## src/rtl/iax2_frame_header_parser_macros.svh

```systemverilog
// Assertion macros used by the request queue of the parser RTL.
`ifndef IAX2_FRAME_HEADER_PARSER_MACROS_SVH
`define IAX2_FRAME_HEADER_PARSER_MACROS_SVH

`ifndef SYNTH
`define IAX2_ASSERT_NOW(lbl, ante, cons) \
  lbl: assert property (@(posedge clk) disable iff (!rst_n) (ante) |-> (cons)) \
    else $error("assertion failed");
`define IAX2_ASSERT_NEXT(lbl, ante, cons) \
  lbl: assert property (@(posedge clk) disable iff (!rst_n) (ante) |=> (cons)) \
    else $error("assertion failed");
`else
`define IAX2_ASSERT_NOW(lbl, ante, cons)
`define IAX2_ASSERT_NEXT(lbl, ante, cons)
`endif

`endif

```

## src/rtl/iax2_pkg.sv

```systemverilog
// Types, codes and helpers shared by the IAX2 header parser modules.
`timescale 1ns / 1ps
`default_nettype none
package iax2_pkg;

  localparam logic [2:0] KIND_FULL  = 3'd0;
  localparam logic [2:0] KIND_VIDEO = 3'd1;
  localparam logic [2:0] KIND_MINI  = 3'd2;
  localparam logic [2:0] KIND_CHUNK = 3'd3;
  localparam logic [2:0] KIND_TEND  = 3'd4;
  localparam logic [2:0] KIND_DROP  = 3'd5;

  localparam int RQ_DEPTH = 4;
  localparam int RQ_PTR_W = $clog2(RQ_DEPTH);
  localparam int RQ_CNT_W = $clog2(RQ_DEPTH + 1);

  typedef struct packed {
    logic [7:0] data_byte;
    logic       last_byte;
  } in_t;

  typedef struct packed {
    logic [2:0]  result_kind;
    logic [14:0] source_call;
    logic [14:0] dest_call;
    logic        retransmit;
    logic [31:0] timestamp;
    logic [7:0]  out_seq;
    logic [7:0]  in_seq;
    logic [7:0]  frame_type;
    logic [31:0] subclass;
    logic [11:0] payload_offset;
    logic [11:0] payload_length;
    logic        last_result;
  } out_t;

  // One request from the front: an optional chunk and an optional final result.
  typedef struct packed {
    logic chunk_vld;
    out_t chunk;
    logic fin_vld;
    out_t fin;
  } rq_t;

  function automatic logic [31:0] unpack_sub(input logic [7:0] v);
    logic [31:0] r;
    if (v > 8'h9f) begin
      r = {24'd0, v};
    end else if (v[7]) begin
      r = 32'd1 << v[4:0];
    end else begin
      r = {24'd0, v};
    end
    return r;
  endfunction

endpackage
`default_nettype wire

```

## src/rtl/iax2_front.sv

```systemverilog
// Byte parser: keeps header bytes, splits trunk chunks and classifies datagrams.
`timescale 1ns / 1ps
`default_nettype none
module iax2_front
  import iax2_pkg::*;
#(
  parameter int MAX_DGRAM_BYTES = 4096
) (
  input  wire logic clk,
  input  wire logic rst_n,
  input  wire logic cfg_we,
  input  wire logic cfg_data,
  input  wire logic accept,
  input  wire in_t  in_data,
  output logic      push,
  output rq_t       push_data
);

  localparam int POS_W = $clog2(MAX_DGRAM_BYTES + 2);

  localparam logic [1:0] MODE_HEADER     = 2'd0;
  localparam logic [1:0] MODE_CHUNK_HDR  = 2'd1;
  localparam logic [1:0] MODE_CHUNK_DATA = 2'd2;
  localparam logic [1:0] MODE_REJECT     = 2'd3;

  logic             trunk_en_r;
  logic [POS_W-1:0] pos_r, pos_nxt, pos_inc;
  logic [7:0]       hdr_r [16];
  logic [7:0]       hdr_nxt [16];
  logic [1:0]       mode_r, mode_nxt;
  logic [47:0]      ch_r, ch_nxt, ch_sh, emit_hdr;
  logic [2:0]       cnt_r, cnt_nxt, cnt_inc, hsize;
  logic [15:0]      left_r, left_nxt, left_dec, emit_dlen, dlen_sh;
  logic             in_range, hs6, chunk_vld;
  logic [15:0]      scn, dcn;
  logic [11:0]      len12;
  logic [7:0]       b;
  out_t             chunk_res, fin_res;

  assign b        = in_data.data_byte;
  assign in_range = pos_r < POS_W'(MAX_DGRAM_BYTES);
  assign pos_inc  = pos_r + POS_W'(1);
  assign pos_nxt  = in_range ? pos_inc : POS_W'(MAX_DGRAM_BYTES + 1);
  assign hs6      = hdr_r[3][0];
  assign hsize    = hs6 ? 3'd6 : 3'd4;
  assign cnt_inc  = cnt_r + 3'd1;
  assign ch_sh    = {ch_r[39:0], b};
  assign dlen_sh  = hs6 ? ch_sh[47:32] : ch_sh[15:0];
  assign left_dec = left_r - 16'd1;

  always_comb begin
    for (int i = 0; i < 16; i++) begin
      hdr_nxt[i] = hdr_r[i];
      if (pos_r < POS_W'(16) && pos_r[3:0] == 4'(i)) begin
        hdr_nxt[i] = b;
      end
    end
  end

  always_comb begin
    mode_nxt  = mode_r;
    ch_nxt    = ch_r;
    cnt_nxt   = cnt_r;
    left_nxt  = left_r;
    chunk_vld = 1'b0;
    emit_hdr  = ch_r;
    emit_dlen = hs6 ? ch_r[47:32] : ch_r[15:0];
    if (in_range) begin
      case (mode_r)
        MODE_HEADER: begin
          if (pos_r == POS_W'(7) && {hdr_nxt[0], hdr_nxt[1]} == 16'd0 && !hdr_nxt[2][7]) begin
            mode_nxt = (hdr_nxt[2] == 8'd1 && trunk_en_r) ? MODE_CHUNK_HDR : MODE_REJECT;
          end
        end
        MODE_CHUNK_HDR: begin
          ch_nxt  = ch_sh;
          cnt_nxt = cnt_inc;
          if (cnt_inc >= hsize) begin
            cnt_nxt = 3'd0;
            if (dlen_sh == 16'd0) begin
              chunk_vld = 1'b1;
              emit_hdr  = ch_sh;
              emit_dlen = 16'd0;
              ch_nxt    = 48'd0;
            end else begin
              left_nxt = dlen_sh;
              mode_nxt = MODE_CHUNK_DATA;
            end
          end
        end
        MODE_CHUNK_DATA: begin
          left_nxt = left_dec;
          if (left_dec == 16'd0) begin
            chunk_vld = 1'b1;
            ch_nxt    = 48'd0;
            mode_nxt  = MODE_CHUNK_HDR;
          end
        end
        default: begin
        end
      endcase
    end
  end

  always_comb begin
    chunk_res                = '0;
    chunk_res.result_kind    = KIND_CHUNK;
    chunk_res.source_call    = emit_hdr[30:16];
    chunk_res.retransmit     = emit_hdr[31];
    chunk_res.timestamp      = hs6 ? {16'd0, emit_hdr[15:0]} : 32'd0;
    chunk_res.payload_offset = 12'(pos_inc) - emit_dlen[11:0];
    chunk_res.payload_length = emit_dlen[11:0];
  end

  assign scn   = {hdr_nxt[0], hdr_nxt[1]};
  assign dcn   = {hdr_nxt[2], hdr_nxt[3]};
  assign len12 = 12'(pos_nxt);

  always_comb begin
    fin_res             = '0;
    fin_res.last_result = 1'b1;
    fin_res.result_kind = KIND_DROP;
    if (pos_nxt > POS_W'(MAX_DGRAM_BYTES) || pos_nxt < POS_W'(4)) begin
      fin_res.result_kind = KIND_DROP;
    end else if (scn[15]) begin
      if (pos_nxt >= POS_W'(12)) begin
        fin_res.result_kind    = KIND_FULL;
        fin_res.source_call    = scn[14:0];
        fin_res.dest_call      = dcn[14:0];
        fin_res.retransmit     = dcn[15];
        fin_res.timestamp      = {hdr_nxt[4], hdr_nxt[5], hdr_nxt[6], hdr_nxt[7]};
        fin_res.out_seq        = hdr_nxt[8];
        fin_res.in_seq         = hdr_nxt[9];
        fin_res.frame_type     = hdr_nxt[10];
        fin_res.subclass       = unpack_sub(hdr_nxt[11]);
        fin_res.payload_offset = 12'd12;
        fin_res.payload_length = len12 - 12'd12;
      end
    end else if (scn == 16'd0) begin
      if (dcn[15]) begin
        if (pos_nxt >= POS_W'(6)) begin
          fin_res.result_kind    = KIND_VIDEO;
          fin_res.source_call    = dcn[14:0];
          fin_res.retransmit     = hdr_nxt[4][7];
          fin_res.timestamp      = {17'd0, hdr_nxt[4][6:0], hdr_nxt[5]};
          fin_res.payload_offset = 12'd6;
          fin_res.payload_length = len12 - 12'd6;
        end
      end else if (mode_nxt == MODE_CHUNK_HDR) begin
        fin_res.result_kind = KIND_TEND;
      end
    end else begin
      fin_res.result_kind    = KIND_MINI;
      fin_res.source_call    = scn[14:0];
      fin_res.timestamp      = {16'd0, dcn};
      fin_res.payload_offset = 12'd4;
      fin_res.payload_length = len12 - 12'd4;
    end
  end

  assign push                = accept && (chunk_vld || in_data.last_byte);
  assign push_data.chunk_vld = chunk_vld;
  assign push_data.chunk     = chunk_res;
  assign push_data.fin_vld   = in_data.last_byte;
  assign push_data.fin       = fin_res;

  always_ff @(posedge clk) begin
    if (!rst_n) begin
      trunk_en_r <= 1'b0;
    end else if (cfg_we) begin
      trunk_en_r <= cfg_data;
    end
  end

  always_ff @(posedge clk) begin
    if (!rst_n) begin
      pos_r  <= '0;
      mode_r <= MODE_HEADER;
      ch_r   <= '0;
      cnt_r  <= '0;
      left_r <= '0;
      for (int i = 0; i < 16; i++) begin
        hdr_r[i] <= '0;
      end
    end else if (accept) begin
      if (in_data.last_byte) begin
        pos_r  <= '0;
        mode_r <= MODE_HEADER;
        ch_r   <= '0;
        cnt_r  <= '0;
        left_r <= '0;
        for (int i = 0; i < 16; i++) begin
          hdr_r[i] <= '0;
        end
      end else begin
        pos_r  <= pos_nxt;
        mode_r <= mode_nxt;
        ch_r   <= ch_nxt;
        cnt_r  <= cnt_nxt;
        left_r <= left_nxt;
        for (int i = 0; i < 16; i++) begin
          hdr_r[i] <= hdr_nxt[i];
        end
      end
    end
  end

endmodule
`default_nettype wire

```

## src/rtl/iax2_rq.sv

```systemverilog
// Request queue between the byte parser and the result serializer.
`timescale 1ns / 1ps
`default_nettype none
module iax2_rq
  import iax2_pkg::*;
(
  input  wire logic clk,
  input  wire logic rst_n,
  input  wire logic push,
  input  wire rq_t  push_data,
  output logic      full,
  input  wire logic pop,
  output logic      head_vld,
  output rq_t       head_data
);

  `include "iax2_frame_header_parser_macros.svh"

  rq_t                mem_r [RQ_DEPTH];
  logic [RQ_PTR_W-1:0] wr_ptr_r, rd_ptr_r;
  logic [RQ_CNT_W-1:0] cnt_r, cnt_nxt;

  assign full      = cnt_r == RQ_CNT_W'(RQ_DEPTH);
  assign head_vld  = cnt_r != '0;
  assign head_data = mem_r[rd_ptr_r];

  always_comb begin
    cnt_nxt = cnt_r;
    if (push && !pop) begin
      cnt_nxt = cnt_r + RQ_CNT_W'(1);
    end else if (pop && !push) begin
      cnt_nxt = cnt_r - RQ_CNT_W'(1);
    end
  end

  always_ff @(posedge clk) begin
    if (push) begin
      mem_r[wr_ptr_r] <= push_data;
    end
  end

  always_ff @(posedge clk) begin
    if (!rst_n) begin
      wr_ptr_r <= '0;
      rd_ptr_r <= '0;
      cnt_r    <= '0;
    end else begin
      if (push) begin
        wr_ptr_r <= wr_ptr_r + RQ_PTR_W'(1);
      end
      if (pop) begin
        rd_ptr_r <= rd_ptr_r + RQ_PTR_W'(1);
      end
      cnt_r <= cnt_nxt;
    end
  end

  `IAX2_ASSERT_NOW(a_no_overflow, push, !full || pop)
  `IAX2_ASSERT_NOW(a_no_underflow, pop, head_vld)
  `IAX2_ASSERT_NEXT(a_cnt_up, push && !pop, cnt_r == $past(cnt_r) + RQ_CNT_W'(1))

endmodule
`default_nettype wire

```

## src/rtl/iax2_back.sv

```systemverilog
// Result serializer: expands each request into one or two results.
`timescale 1ns / 1ps
`default_nettype none
module iax2_back
  import iax2_pkg::*;
(
  input  wire logic clk,
  input  wire logic rst_n,
  input  wire logic head_vld,
  input  wire rq_t  head_data,
  output logic      pop,
  output logic      out_valid,
  input  wire logic out_stall,
  output out_t      out_data
);

  logic out_valid_r, out_valid_nxt;
  out_t out_data_r, out_data_nxt;
  logic phase_r, phase_nxt;
  logic load;

  assign load = !out_valid_r || !out_stall;

  always_comb begin
    pop           = 1'b0;
    phase_nxt     = phase_r;
    out_valid_nxt = out_valid_r;
    out_data_nxt  = out_data_r;
    if (load) begin
      out_valid_nxt = head_vld;
      if (head_vld) begin
        if (head_data.chunk_vld && !phase_r) begin
          out_data_nxt = head_data.chunk;
          if (head_data.fin_vld) begin
            phase_nxt = 1'b1;
          end else begin
            pop = 1'b1;
          end
        end else begin
          out_data_nxt = head_data.fin;
          pop          = 1'b1;
          phase_nxt    = 1'b0;
        end
      end
    end
  end

  always_ff @(posedge clk) begin
    out_data_r <= out_data_nxt;
  end

  always_ff @(posedge clk) begin
    if (!rst_n) begin
      out_valid_r <= 1'b0;
      phase_r     <= 1'b0;
    end else begin
      out_valid_r <= out_valid_nxt;
      phase_r     <= phase_nxt;
    end
  end

  assign out_valid = out_valid_r;
  assign out_data  = out_data_r;

endmodule
`default_nettype wire

```

## src/rtl/iax2_frame_header_parser.sv

```systemverilog
// Top level of the IAX2 datagram header parser.
// Takes one datagram byte per cycle and classifies full, meta video, mini voice and
// meta trunk frames; trunk frames yield one result per voice chunk plus a closing
// result. A byte is taken every cycle while the 4-entry request queue between the
// parser and the output register has room; the first result of a byte passes through the
// request queue and then the output register. A byte that ends both a chunk and the
// datagram gives two results, chunk result first. Results leave at up to one per cycle
// while out_stall is low. The cfg port that writes trunk_enable is always ready.
`timescale 1ns / 1ps
`default_nettype none
module iax2_frame_header_parser
  import iax2_pkg::*;
#(
  parameter int MAX_DGRAM_BYTES = 4096
) (
  input  wire logic clk,
  input  wire logic rst_n,
  input  wire logic cfg_valid,
  output logic      cfg_ready,
  input  wire logic cfg_data,
  input  wire logic in_valid,
  output logic      in_stall,
  input  wire in_t  in_data,
  output logic      out_valid,
  input  wire logic out_stall,
  output out_t      out_data
);

  logic full, push, pop, head_vld, accept;
  rq_t  push_data, head_data;

  assign cfg_ready = 1'b1;
  assign in_stall  = full;
  assign accept    = in_valid && !full;

  iax2_front #(
    .MAX_DGRAM_BYTES(MAX_DGRAM_BYTES)
  ) u_front (
    .clk      (clk),
    .rst_n    (rst_n),
    .cfg_we   (cfg_valid && cfg_ready),
    .cfg_data (cfg_data),
    .accept   (accept),
    .in_data  (in_data),
    .push     (push),
    .push_data(push_data)
  );

  iax2_rq u_rq (
    .clk      (clk),
    .rst_n    (rst_n),
    .push     (push),
    .push_data(push_data),
    .full     (full),
    .pop      (pop),
    .head_vld (head_vld),
    .head_data(head_data)
  );

  iax2_back u_back (
    .clk      (clk),
    .rst_n    (rst_n),
    .head_vld (head_vld),
    .head_data(head_data),
    .pop      (pop),
    .out_valid(out_valid),
    .out_stall(out_stall),
    .out_data (out_data)
  );

endmodule
`default_nettype wire

```

## config.mk

```make
export PLATFORM = sky130hd
export DESIGN_NAME = iax2_frame_header_parser
export DESIGN_NICKNAME = d
export VERILOG_FILES = /design/src/rtl/iax2_pkg.sv /design/src/rtl/iax2_front.sv /design/src/rtl/iax2_rq.sv /design/src/rtl/iax2_back.sv /design/src/rtl/iax2_frame_header_parser.sv
export VERILOG_INCLUDE_DIRS = /design/src /design/src/rtl
export SDC_FILE = /design/constraint.sdc
export NUM_CORES = 1
export LEC_CHECK = 0
export BUFFER_PORTS_ARGS = -buffer_cell sky130_fd_sc_hd__buf_2
export CAP_MARGIN = 20
export CORE_ASPECT_RATIO = 2
export CORE_MARGIN = 5
export CORE_UTILIZATION = 45
export CTS_BUF_LIST = sky130_fd_sc_hd__clkbuf_4
export DETAILED_ROUTE_END_ITERATION = 12
export MAX_ROUTING_LAYER = met4
export SLEW_MARGIN = 20
export SYNTH_ARGS = -nofsm -noshare
export SYNTH_HDL_FRONTEND = slang
export SYNTH_HIERARCHICAL = 1
export SYNTH_SLANG_ARGS = --single-unit
```

## constraint.sdc

```tcl
create_clock -name clk -period 28 [get_ports clk]
set_clock_uncertainty 0.1 [all_clocks]
set_input_delay 4.2 -clock clk [delete_from_list [all_inputs] [get_ports clk]]
set_output_delay 4.2 -clock clk [all_outputs]
set_load 0.1 [all_outputs]
```

==> results.md, run 1 <==
* Vias per inst at 5.45
* Sequential share of power at 43.5%
* Initial DRC Count at around 2200
* Worst Path Max Fanout at 144
* Final setup vio count at 0
* Post-synth ARST share at 0%
* Combinational fraction of design power at 31.2%
* CTS Buf Count at about 340
* Required time of the critical path at approximately 29 ns
* Layout area overhead at 10.1%
* Worst Setup Start Kind: primary input
* Final hold vios at 0
* Die Ht at roughly 540 µm
* Critical path class: in -> reg
* R2R cell count at 13
* Input/output buffers at between 150 and 200
* TritonRoute pass-1 iters at 7
* Slew headroom at 14.7%
* Max-cap violations at 0
* FF-to-FF Start: u_front/hdr_r[0][24]$_SDFFCE_PN0P_
* Count of cell types in the netlist at 86
* Post-CTS Setup Repair Bufs at 0
* Post-synth EDFFs at roughly 1400
* Later-pin clock latency in the skew report at 1.12 ns
* Instance area at placement at between 60000 and 70000 µm²
* Core area at roughly 140000 µm²
* Cts repair resizes at 0
* Post-DP HPWL at between 90 and 100 mm
* Worst vdd ir at just over 0.1 mV
* DR vias at roughly 33000
* Vias in the first global route at approximately 34000
* ANT nets after route at 0
* DRC errors left at 0
* #FFs+latches synth at about 1500
* CTS tree: built
* Crit path DAT at between 10 and 15 ns
* GRT Total Usage at approximately 20%
* Routability cong. at 0.915
* RSZ-0062 raised after global routing: no
* Leak at around 24 nW
* Avg Cell Area, Syn at ~18 µm²
* Pins Over Slew Limit at 0
* Final setup TNS at 0 ns
* Syn. warnings at 6
* DR WL/cell at ~24 µm
* Cells after Synth at roughly 3600
* Power density over the cells at about 94 nW/µm²
* H-tree depth at 5
* Switching Fraction at about 36%
* Min cycle time layout at around 9.5 ns
* Reg2Reg Setup Slack at approximately 20 ns
* Clk slew on worst S/H paths at around 0.070 ns
* Design Power at roughly 6.5 mW
* CTS Hold Bufs at 0
* Nets at about 4000
* Share of layout cells above drive strength 1 at 29.1%
* PnR worst setup slack at about 19 ns
* Critical path startpoint: in_data[7]
* Clock Path Buffers at 4
* Psw at 2.37 mW
* Final instance area at a little under 70000 µm²
* I/O pins at 165
* Class of the worst hold path: reg -> reg
* Num rows at 194
* CP endpoint kind: register
* Hold path depth at 2
* Post-Route WL at 148 mm
* Sequential area share after synthesis at between 70 and 80%
* Reg-to-reg endpoint: u_rq/mem_r[3][163]$_DFFE_PP_
* Pin count of the biggest net entering global routing at 147
* Tcrit/Tclk final at between 30 and 40%
* Initial antenna violation count at 5
* Mapped Area at ~63000 µm²
* Pre-CTS setup slack at 17.49 ns
* Power Internal at 4.15 mW
* Fmax at ~0.11 GHz
* Status: finished clean
* Critical Path Sink: u_rq/mem_r[3][163]$_DFFE_PP_
* # fillers at 11800
* Initial Utilization at between 40% and 50%
* Clk sinks at 1517
* Die Footprint at between 100000 and 150000 µm²
* Root Driver: clkbuf_4
* Clock Power Share at 25.3%
* Grt ovf at 0
* Worst-Margin Slew at between 1 and 1.5 ns
* First-pass GRT wire length at 220 mm
* Top FF cell, synth: edfxtp_1
* Die width at between 200 and 300 µm
-- layer usage --
| layer | vias up | wire [µm] | GRT usage, % | part of all wire, % |
|---|---|---|---|---|
| li1 | 14700 | - | - | - |
| met1 | 16900 | 55200 | 23.5 | 37 |
| met2 | 1010 | 79300 | 35.4 | 54 |
| met3 | 325 | 6510 | 2.96 | 4.4 |
| met4 | 0 | 6790 | 8.93 | 4.6 |
| met5 | - | 0 | - | 0 |
-- cells in the mapped netlist, types with 4 or more instances --
| master | count | share of area (%) |
|---|---|---|
| xnor2_1 | 26 | 0.36 |
| nor4_1 | 22 | 0.22 |
| a22oi_1 | 5 | 0.060 |
| edfxtp_1 | 1419 | 68 |
| mux2_4 | 100 | 2.4 |
| a21oi_1 | 46 | 0.37 |
| nor3b_1 | 5 | 0.060 |
| nand2_1 | 205 | 1.2 |
| or4_1 | 4 | 0.048 |
| and3_1 | 6 | 0.060 |
| mux2i_1 | 116 | 1.8 |
| ha_1 | 33 | 0.66 |
| a31oi_1 | 8 | 0.080 |
| o21ai_0 | 93 | 0.74 |
| inv_1 | 49 | 0.29 |
| and2_1 | 22 | 0.22 |
| xor2_1 | 17 | 0.24 |
| a21boi_0 | 30 | 0.36 |
| o21a_1 | 8 | 0.096 |
| nor2b_1 | 22 | 0.22 |
| nor3_1 | 24 | 0.19 |
| o32ai_1 | 4 | 0.056 |
| o22ai_1 | 21 | 0.21 |
| a211oi_1 | 9 | 0.11 |
| buf_4 | 107 | 1.3 |
| a22o_1 | 11 | 0.15 |
| o22a_1 | 17 | 0.24 |
| o211ai_1 | 4 | 0.048 |
| mux2_2 | 53 | 0.95 |
| nand2b_1 | 7 | 0.070 |
| clkbuf_1 | 107 | 0.64 |
| or3_1 | 10 | 0.099 |
| nor2_1 | 323 | 1.9 |
| a2111oi_0 | 5 | 0.070 |
| nor4b_1 | 5 | 0.070 |
| dfxtp_1 | 98 | 3.1 |
| or2_2 | 6 | 0.060 |
| buf_2 | 39 | 0.31 |
| nand3_1 | 65 | 0.52 |
| mux4_2 | 296 | 11 |
| buf_6 | 43 | 0.77 |
| buf_1 | 11 | 0.066 |
| nand4_1 | 11 | 0.11 |
-- cell type report --
class / count / area, µm² / area share (%)
multi-input cells: 1805 / 16700 / 24.0
clock inverters: 113 / 557 / 0.804
flip-flops and latches: 1517 / 44600 / 64.4
clock buffers: 473 / 3550 / 5.13
well taps: 1862 / 2330 / 3.36
repair buffers: 226 / 1370 / 1.98
diodes: 6 / 15.0 / 0.0217
inverters: 50 / 188 / 0.271
-- power groups by stage --
stage / Clock, mW / Sequential [mW] / Combinational, mW
finish: 1.64 / 2.83 / 2.03
global route: 1.82 / 2.85 / 2.13
CTS: 1.71 / 2.84 / 2.07
detailed placement: 0 / 2.89 / 2.07
global placement: 0 / 2.88 / 2.07
floorplan: 0 / 3.77 / 0.847
-- sequential cells by signal, indices dropped and copies added (netlist names), 2 cells and up, named ones only --
| register | cells |
|---|---|
| u_rq/rd_ptr_r | 2 |
| u_front/ch_r | 44 |
| u_back/out_data | 147 |
| u_front/left_r | 16 |
| u_rq/mem_r | 1184 |
| u_front/hdr_r | 96 |
| u_rq/wr_ptr_r | 2 |
| u_front/cnt_r | 3 |
| u_rq/cnt_r | 3 |
| u_front/pos_r | 13 |
| u_front/mode_r | 2 |
-- metrics by stage --
stage,util (%),instances,hold slack [ns]
after global placement,46.7,5459,0.337
final,49.7,6052,0.369
after floorplan,-,3679,0.325
after CTS,49.7,6045,0.368
after detailed placement,46.7,5459,0.349
after global routing,49.7,6051,0.395
-- worst min path at each step --
| stage | startpoint | to | slack (ns) |
|---|---|---|---|
| 2_1_floorplan | u_front/hdr_r[0][3]$_SDFFE_PP0P_ | u_front/hdr_r[0][3]$_SDFFE_PP0P_ | 0.32 |
| 3_3_place_gp | u_front/hdr_r[0][3]$_SDFFE_PP0P_ | u_front/hdr_r[0][3]$_SDFFE_PP0P_ | 0.34 |
| 3_5_place_dp | u_front/hdr_r[0][3]$_SDFFE_PP0P_ | u_front/hdr_r[0][3]$_SDFFE_PP0P_ | 0.35 |
| 4_1_cts | u_front/hdr_r[0][3]$_SDFFE_PP0P_ | u_front/hdr_r[0][3]$_SDFFE_PP0P_ | 0.37 |
| 5_1_grt | u_front/ch_r[42]$_SDFFE_PN0P_ | u_front/ch_r[42]$_SDFFE_PN0P_ | 0.40 |
| 6_report | u_front/ch_r[42]$_SDFFE_PN0P_ | u_front/ch_r[42]$_SDFFE_PN0P_ | 0.37 |
-- cell families (layout without fill, tap and decap cells) --
kind of cell	count (synthesis)	in the layout	share of synthesized area [%]
compound gates	296	296	3.10
xor+xnor	43	43	0.599
fa+ha+maj	35	35	0.720
buf+inv	357	862	3.36
flops	1517	1517	70.9
mux	567	567	15.8
other cells	3	108	0.0179
simple gates	762	762	5.49
-- critical path, stage by stage --
cell and delay (ns):
buf_2 0.30, nor4_1 0.41, nand4_1 0.16, o21ai_0 0.31, nand4_1 0.24, o21ai_0 0.19
and3_1 0.29, o21a_1 0.36, and2_4 0.23, buf_12 0.59, buf_4 0.71, buf_4 0.77
buf_4 0.86
-- cells in the final DEF (no fill, tap or decap), drive strengths merged, types with 9 or more instances in the layout --
cell type | synthesis | routed
or2 | 9 | 9
edfxtp | 1419 | 1419
ha | 33 | 33
a21oi | 46 | 46
o22ai | 21 | 21
xor2 | 17 | 17
o21ai | 96 | 96
a211oi | 9 | 9
o22a | 17 | 17
buf | 200 | 226
mux2 | 155 | 155
conb | 3 | 102
clkinv | 1 | 99
inv | 49 | 53
a21boi | 30 | 30
nor3 | 24 | 24
clkbuf | 107 | 473
a22o | 11 | 11
nor2 | 323 | 323
and2 | 24 | 24
or3 | 11 | 11
nor2b | 23 | 23
nand4 | 12 | 12
nand3 | 66 | 66
xnor2 | 26 | 26
nand2 | 205 | 205
dfxtp | 98 | 98
nor4 | 22 | 22
mux2i | 116 | 116
mux4 | 296 | 296
No activity file was read; power rests on OpenSTA's default activity.
==> run 2: changes to the inputs <==
Clock period 28 ns to 9.15 ns, I/O delays scaled along.
==> run 2 against run 1 <==
Net effect: design area about the same; clock power grew to 3.1 times the previous value; critical path type is now reg -> reg; critical endpoint is now u_rq/mem_r[3][185]$_DFFE_PP_; wire length decreased by 1.5%; highest routed layer unchanged.
==> results.md, run 2 (same netlist as run 1, synthesis figures left out) <==
* Hold path depth at 2
* Worst hold path endpoint: u_back/phase_r$_SDFFE_PN0P_
* Slew headroom at 20.3%
* Switching Fraction at a little over a third
* Die Ht at roughly 540 µm
* FF-to-FF Start: u_front/left_r[0]$_SDFFE_PN0P_
* Class of the worst hold path: reg -> reg
* First-pass GRT wire length at 218 mm
* Psw at 7.20 mW
* Status: finished clean
* DR WL/cell at 24.1 µm
* Pins Over Slew Limit at 0
* Design Power at 20.0 mW
* RSZ-0062 raised after global routing: no
* Die width at ~270 µm
* Final setup vio count at 0
* Initial DRC Count at roughly 2200
* Reg2Reg Setup Slack at 3.57 ns
* Worst Path Max Fanout at approximately 140
* TritonRoute pass-1 iters at 6
* Combinational fraction of design power at a little under a third
* CP max stage delay at ~0.68 ns
* Grt ovf at 0
* Clk sinks at roughly 1500
* CTS Buf Count at about 340
* I/O pins at around 170
* Worst vdd ir at between 0.2 and 0.3 mV
* Clock Power Share at between 20% and 30%
* R2R cell count at 12
* Post-DP HPWL at a little under 90 mm
* Crit path top cell by count: o21ai_0
* Most frequent cells in the layout: edfxtp_1 (1419), clkbuf_4 (490), nor2_1 (323)
* Crit. path cell count at 12
* Max FFs per register at around 1200
* Share of layout cells above drive strength 1 at approximately 30%
* Reg with most FFs: u_rq/mem_r
* Post-Route WL at ~150 mm
* Clock Path Buffers at 4
* Input/output buffers at 163
* Num rows at 194
* Leak at roughly 24 nW
* Crit path buffers/inverters at 2
* ANT nets after route at 0
* Cell family with most CP delay: simple AND/OR/NAND/NOR gates
* CTS Hold Bufs at 0
* Later-pin clock latency in the skew report at around 1.1 ns
* DRC errors left at 0
* Clk slew on worst S/H paths at about 0.08 ns
* Max-cap violations at 0
* Tcrit/Tclk final at roughly 61%
* Final hold vios at 0
* Initial Utilization at between 40 and 50%
* Critical path class: reg -> reg
* Reg-to-reg endpoint: u_rq/mem_r[3][185]$_DFFE_PP_
* Root Driver: clkbuf_4
* Vias per inst at around 5.4
* DR vias at 32900
* Worst Setup Start Kind: register
* Initial antenna violation count at 7
* Nets at 3983
* Most common cell after layout, fill and taps aside: edfxtp_1
* Layout area overhead at 10.2%
* Final setup TNS at 0 ns
* Hold Crit Start: u_back/phase_r$_SDFFE_PN0P_
* Worst-Margin Slew at 1.16 ns
* Vias in the first global route at approximately 35000
* Cell at the slowest stage of the critical path: or4b_2
* Min cycle time layout at ~5.6 ns
* Required time of the critical path at ~9.7 ns
* Crit path DAT at 6.13 ns
* H-tree depth at 5
* Power Internal at roughly 13 mW
* CP endpoint kind: register
* Sequential share of power at between 40% and 50%
* CTS tree: built
* Pin count of the biggest net entering global routing at around 150
* Routability cong. at approximately 0.90
* Worst path cell trace: inv_1 > ha_1 > or4b_2 > o21ai_0 > nand3_1 > nor4b_1 > nand4_1 > o21ai_0 > and3_1 > o21a_1 > and2_4 > buf_12
* Post-CTS Setup Repair Bufs at 0
* Power density over the cells at 288 nW/µm²
* Die Footprint at between 100000 and 150000 µm²
* Fmax at 0.179 GHz
* Core area at approximately 140000 µm²
* Cts repair resizes at 0
* GRT Total Usage at 20.2%
## run 2: per-layer routing
metal,routed length (µm),share of wire [%],track usage [%]
met1,54500,37,23.1
met2,77000,53,34.4
met3,6230,4.3,3.43
met4,7830,5.4,9.96
met5,0,0,-
## run 2: final cells by class
type,count,area (µm²)
timing repair buffer,216,1320
multi-input combinational,1805,16700
inverter,50,188
clock inverter,98,520
antenna,10,25.0
fill,11900,70000
clock buffer,490,3680
tap,1862,2330
sequential,1517,44600
## run 2: worst reg2reg max path: cells and delay by family, from the launching register on
| family | cells | cell delay, ns |
|---|---|---|
| flops | 1 | 0.40 |
| simple gates | 6 | 2.52 |
| compound gates | 3 | 0.71 |
| buf+inv | 2 | 0.71 |
| fa+ha+maj | 1 | 0.38 |
## run 2: metrics by stage
stage	instance area [µm²]	setup WS [ns]	hold WS, ns	util (%)	cells
3_3_place_gp	65100	3.45	0.340	46.7	5450
5_1_grt	69300	3.09	0.365	49.7	6046
4_1_cts	69300	3.54	0.283	49.7	6038
3_5_place_dp	65100	3.41	0.355	46.7	5450
2_1_floorplan	63300	2.02	0.325	-	3679
6_report	69300	3.57	0.372	49.7	6048
## run 2: how the worst max path moves through the flow
stage                                         startpoint                            to
after floorplan                               in_data[5]    u_rq/mem_r[1][0]$_DFFE_PP_
after global placement                        in_data[6]  u_rq/mem_r[3][192]$_DFFE_PP_
after detailed placement                      in_data[6]  u_rq/mem_r[2][192]$_DFFE_PP_
after CTS                 u_front/left_r[0]$_SDFFE_PN0P_   u_rq/mem_r[2][37]$_DFFE_PP_
after global routing      u_front/left_r[0]$_SDFFE_PN0P_  u_rq/mem_r[3][196]$_DFFE_PP_
final                     u_front/left_r[0]$_SDFFE_PN0P_  u_rq/mem_r[3][185]$_DFFE_PP_
## run 2: power groups by stage
stage / combinational (mW) / sequential, mW / clock (mW)
after global routing: 6.47 / 8.73 / 5.71
after detailed placement: 6.30 / 8.82 / 0
after global placement: 6.30 / 8.81 / 0
after floorplan: 2.60 / 11.4 / 0
after CTS: 6.31 / 8.68 / 5.33
final: 6.19 / 8.66 / 5.12
==> run 3: changes to the inputs <==
Clock period 9.15 ns to 4.55 ns, I/O delays scaled along.
==> run 3 against run 2 <==
Net effect: worst setup slack got worse by 3.3 ns; cell count is 2.3% higher; non-clock buffer count grew 148; sequential power rose by 100%; power rose by 100%; first-iteration DRC count fell by 1.5%; die area unchanged; sequential share of layout area fell by 1.6 points; via count is 1.3% higher; wire length is 1.7% higher; largest cell class unchanged; largest power group unchanged; highest routed layer unchanged.
==> results.md, run 3 (same netlist as run 1, synthesis figures left out) <==
* Reg with most FFs: u_rq/mem_r
* H-tree depth at 5
* Final setup vio count at 0
* DR WL/cell at around 24 µm
* Root Driver: clkbuf_4
* Power density over the cells at roughly 570 nW/µm²
* Instance area at placement at ~67000 µm²
* Post-CTS Setup Repair Bufs at 0
* CTS Buf Count at between 300 and 400
* Clk slew on worst S/H paths at around 0.08 ns
* TritonRoute pass-1 iters at 5
* Critical path class: reg -> reg
* Initial antenna violation count at 2
* Worst Path Max Fanout at 45
* Clock Path Buffers at 4
* Nets at slightly above 4000
* Min cycle time layout at 4.28 ns
* ANT nets after route at 0
* Final hold vios at 0
* GRT Total Usage at about a fifth
* Die width at 274 µm
* Pin count of the biggest net entering global routing at roughly 120
* Worst-Margin Slew at ~1.2 ns
* Crit path DAT at 5.10 ns
* Clk sinks at 1517
* Routability cong. at roughly 0.91
* Required time of the critical path at approximately 5.4 ns
* Vias in the first global route at about 35000
* Post-Route WL at 148 mm
* Later-pin clock latency in the skew report at between 1 and 1.5 ns
* Input/output buffers at ~160
* Num rows at a little under 200
* Design Power at between 40 and 50 mW
* Vias per inst at between 5 and 6
* RSZ-0062 raised after global routing: no
* Slew headroom at approximately a fifth
* DRC errors left at 0
* CTS tree: built
* Core area at around 140000 µm²
* Worst Setup Start Kind: register
* Most common cell after layout, fill and taps aside: edfxtp_1
* Max FFs per register at roughly 1200
* Die Ht at between 500 and 600 µm
* I/O pins at about 170
* Pins Over Slew Limit at 0
* Post-DP HPWL at around 96 mm
* Leak at ~25 nW
* CP endpoint kind: register
* Most frequent cells in the layout: edfxtp_1 (1419), clkbuf_4 (490), nor2_1 (323)
* Fmax at ~0.23 GHz
* Max-cap violations at 0
* Initial Utilization at a little under half
* Share of layout cells above drive strength 1 at a little under a third
* Final instance area at 71100 µm²
* Status: finished clean
* First-pass GRT wire length at around 220 mm
* Class of the worst hold path: in -> reg
* Worst vdd ir at around 0.66 mV
* Layout area overhead at 13.1%
* Initial DRC Count at 2148
* Tcrit/Tclk final at a little over nine tenths
* Grt ovf at 0
* DR vias at 33300
* Die Footprint at around 150000 µm²
run 3: changes by cell type in the layout (fill, tap and decap cells not counted), sizes merged:
cell	before	now
buf	216	355
bufinv	4	6
dlygate4sd3	0	9
clkinv	85	74
clkinvlp	3	6
diode	10	6
run 3: critical path, stage by stage, from the launching register on:
cell and delay, ns:
dfxtp_1 0.47, ha_1 0.44, nand3_1 0.19, or2_1 0.28
o311ai_4 0.38, nand3_2 0.17, or4_4 0.56, o2bb2ai_4 0.16
buf_12 0.17, a21oi_1 0.42, o21ai_0 0.25, buf_4 0.21
nor2_1 0.20
run 3: layout make-up:
class	instances	area, µm²
Fill cell	11800	68200
Sequential cell	1517	44600
Multi-Input combinational cell	1805	16700
Clock buffer	490	3680
Timing Repair Buffer	364	3070
Tap cell	1862	2330
Clock inverter	92	557
Inverter	50	193
Antenna cell	6	15.0
run 3: repair_timing:
item	4_1_cts	5_1_grt
resized for setup	0	1
setup endpoints to repair	0	6
endpoints found under the hold margin	16	0
hold buffers	9	0
run 3: per-layer routing:
layer	vias up	track usage [%]	part of all wire, %
met5	-	-	0
met4	0	9.66	5.0
met3	326	3.19	4.4
met2	911	35.8	54
met1	17100	23.3	37
li1	15000	-	-
run 3: per-stage QoR:
| step | TNS, ns | setup slack [ns] | util [%] | instances | hold WS [ns] |
|---|---|---|---|---|---|
| after floorplan | -492.67 | -0.405 | - | 3679 | 0.325 |
| after global placement | 0 | 0.387 | 47.9 | 5589 | 0.337 |
| after detailed placement | 0 | 0.315 | 47.9 | 5589 | 0.350 |
| after CTS | 0 | 0.234 | 51.0 | 6180 | 0.00159 |
| after global routing | 0 | 0.0460 | 51.0 | 6186 | 0.0114 |
| final | 0 | 0.272 | 51.0 | 6186 | 0.120 |
run 3: worst paths after layout:
path / end / slack, ns / cells past startpoint / from
max: u_rq/mem_r[0][1]$_DFFE_PP_ / 0.27 / 12 / u_front/pos_r[0]$_SDFFE_PN0P_
min: u_front/ch_r[2]$_SDFFE_PN0P_ / 0.12 / 4 / in_data[3]
max reg2reg: u_rq/mem_r[0][1]$_DFFE_PP_ / 0.27 / 12 / u_front/pos_r[0]$_SDFFE_PN0P_
min reg2reg: u_front/hdr_r[0][3]$_SDFFE_PP0P_ / 0.37 / 2 / u_front/hdr_r[0][3]$_SDFFE_PP0P_
run 3: where the power goes:
group | internal, mW | switching (mW) | total [mW]
clock | 5.29 | 5.13 | 10.4
combinational | 3.72 | 9.03 | 12.7
sequential | 17.0 | 0.370 | 17.3
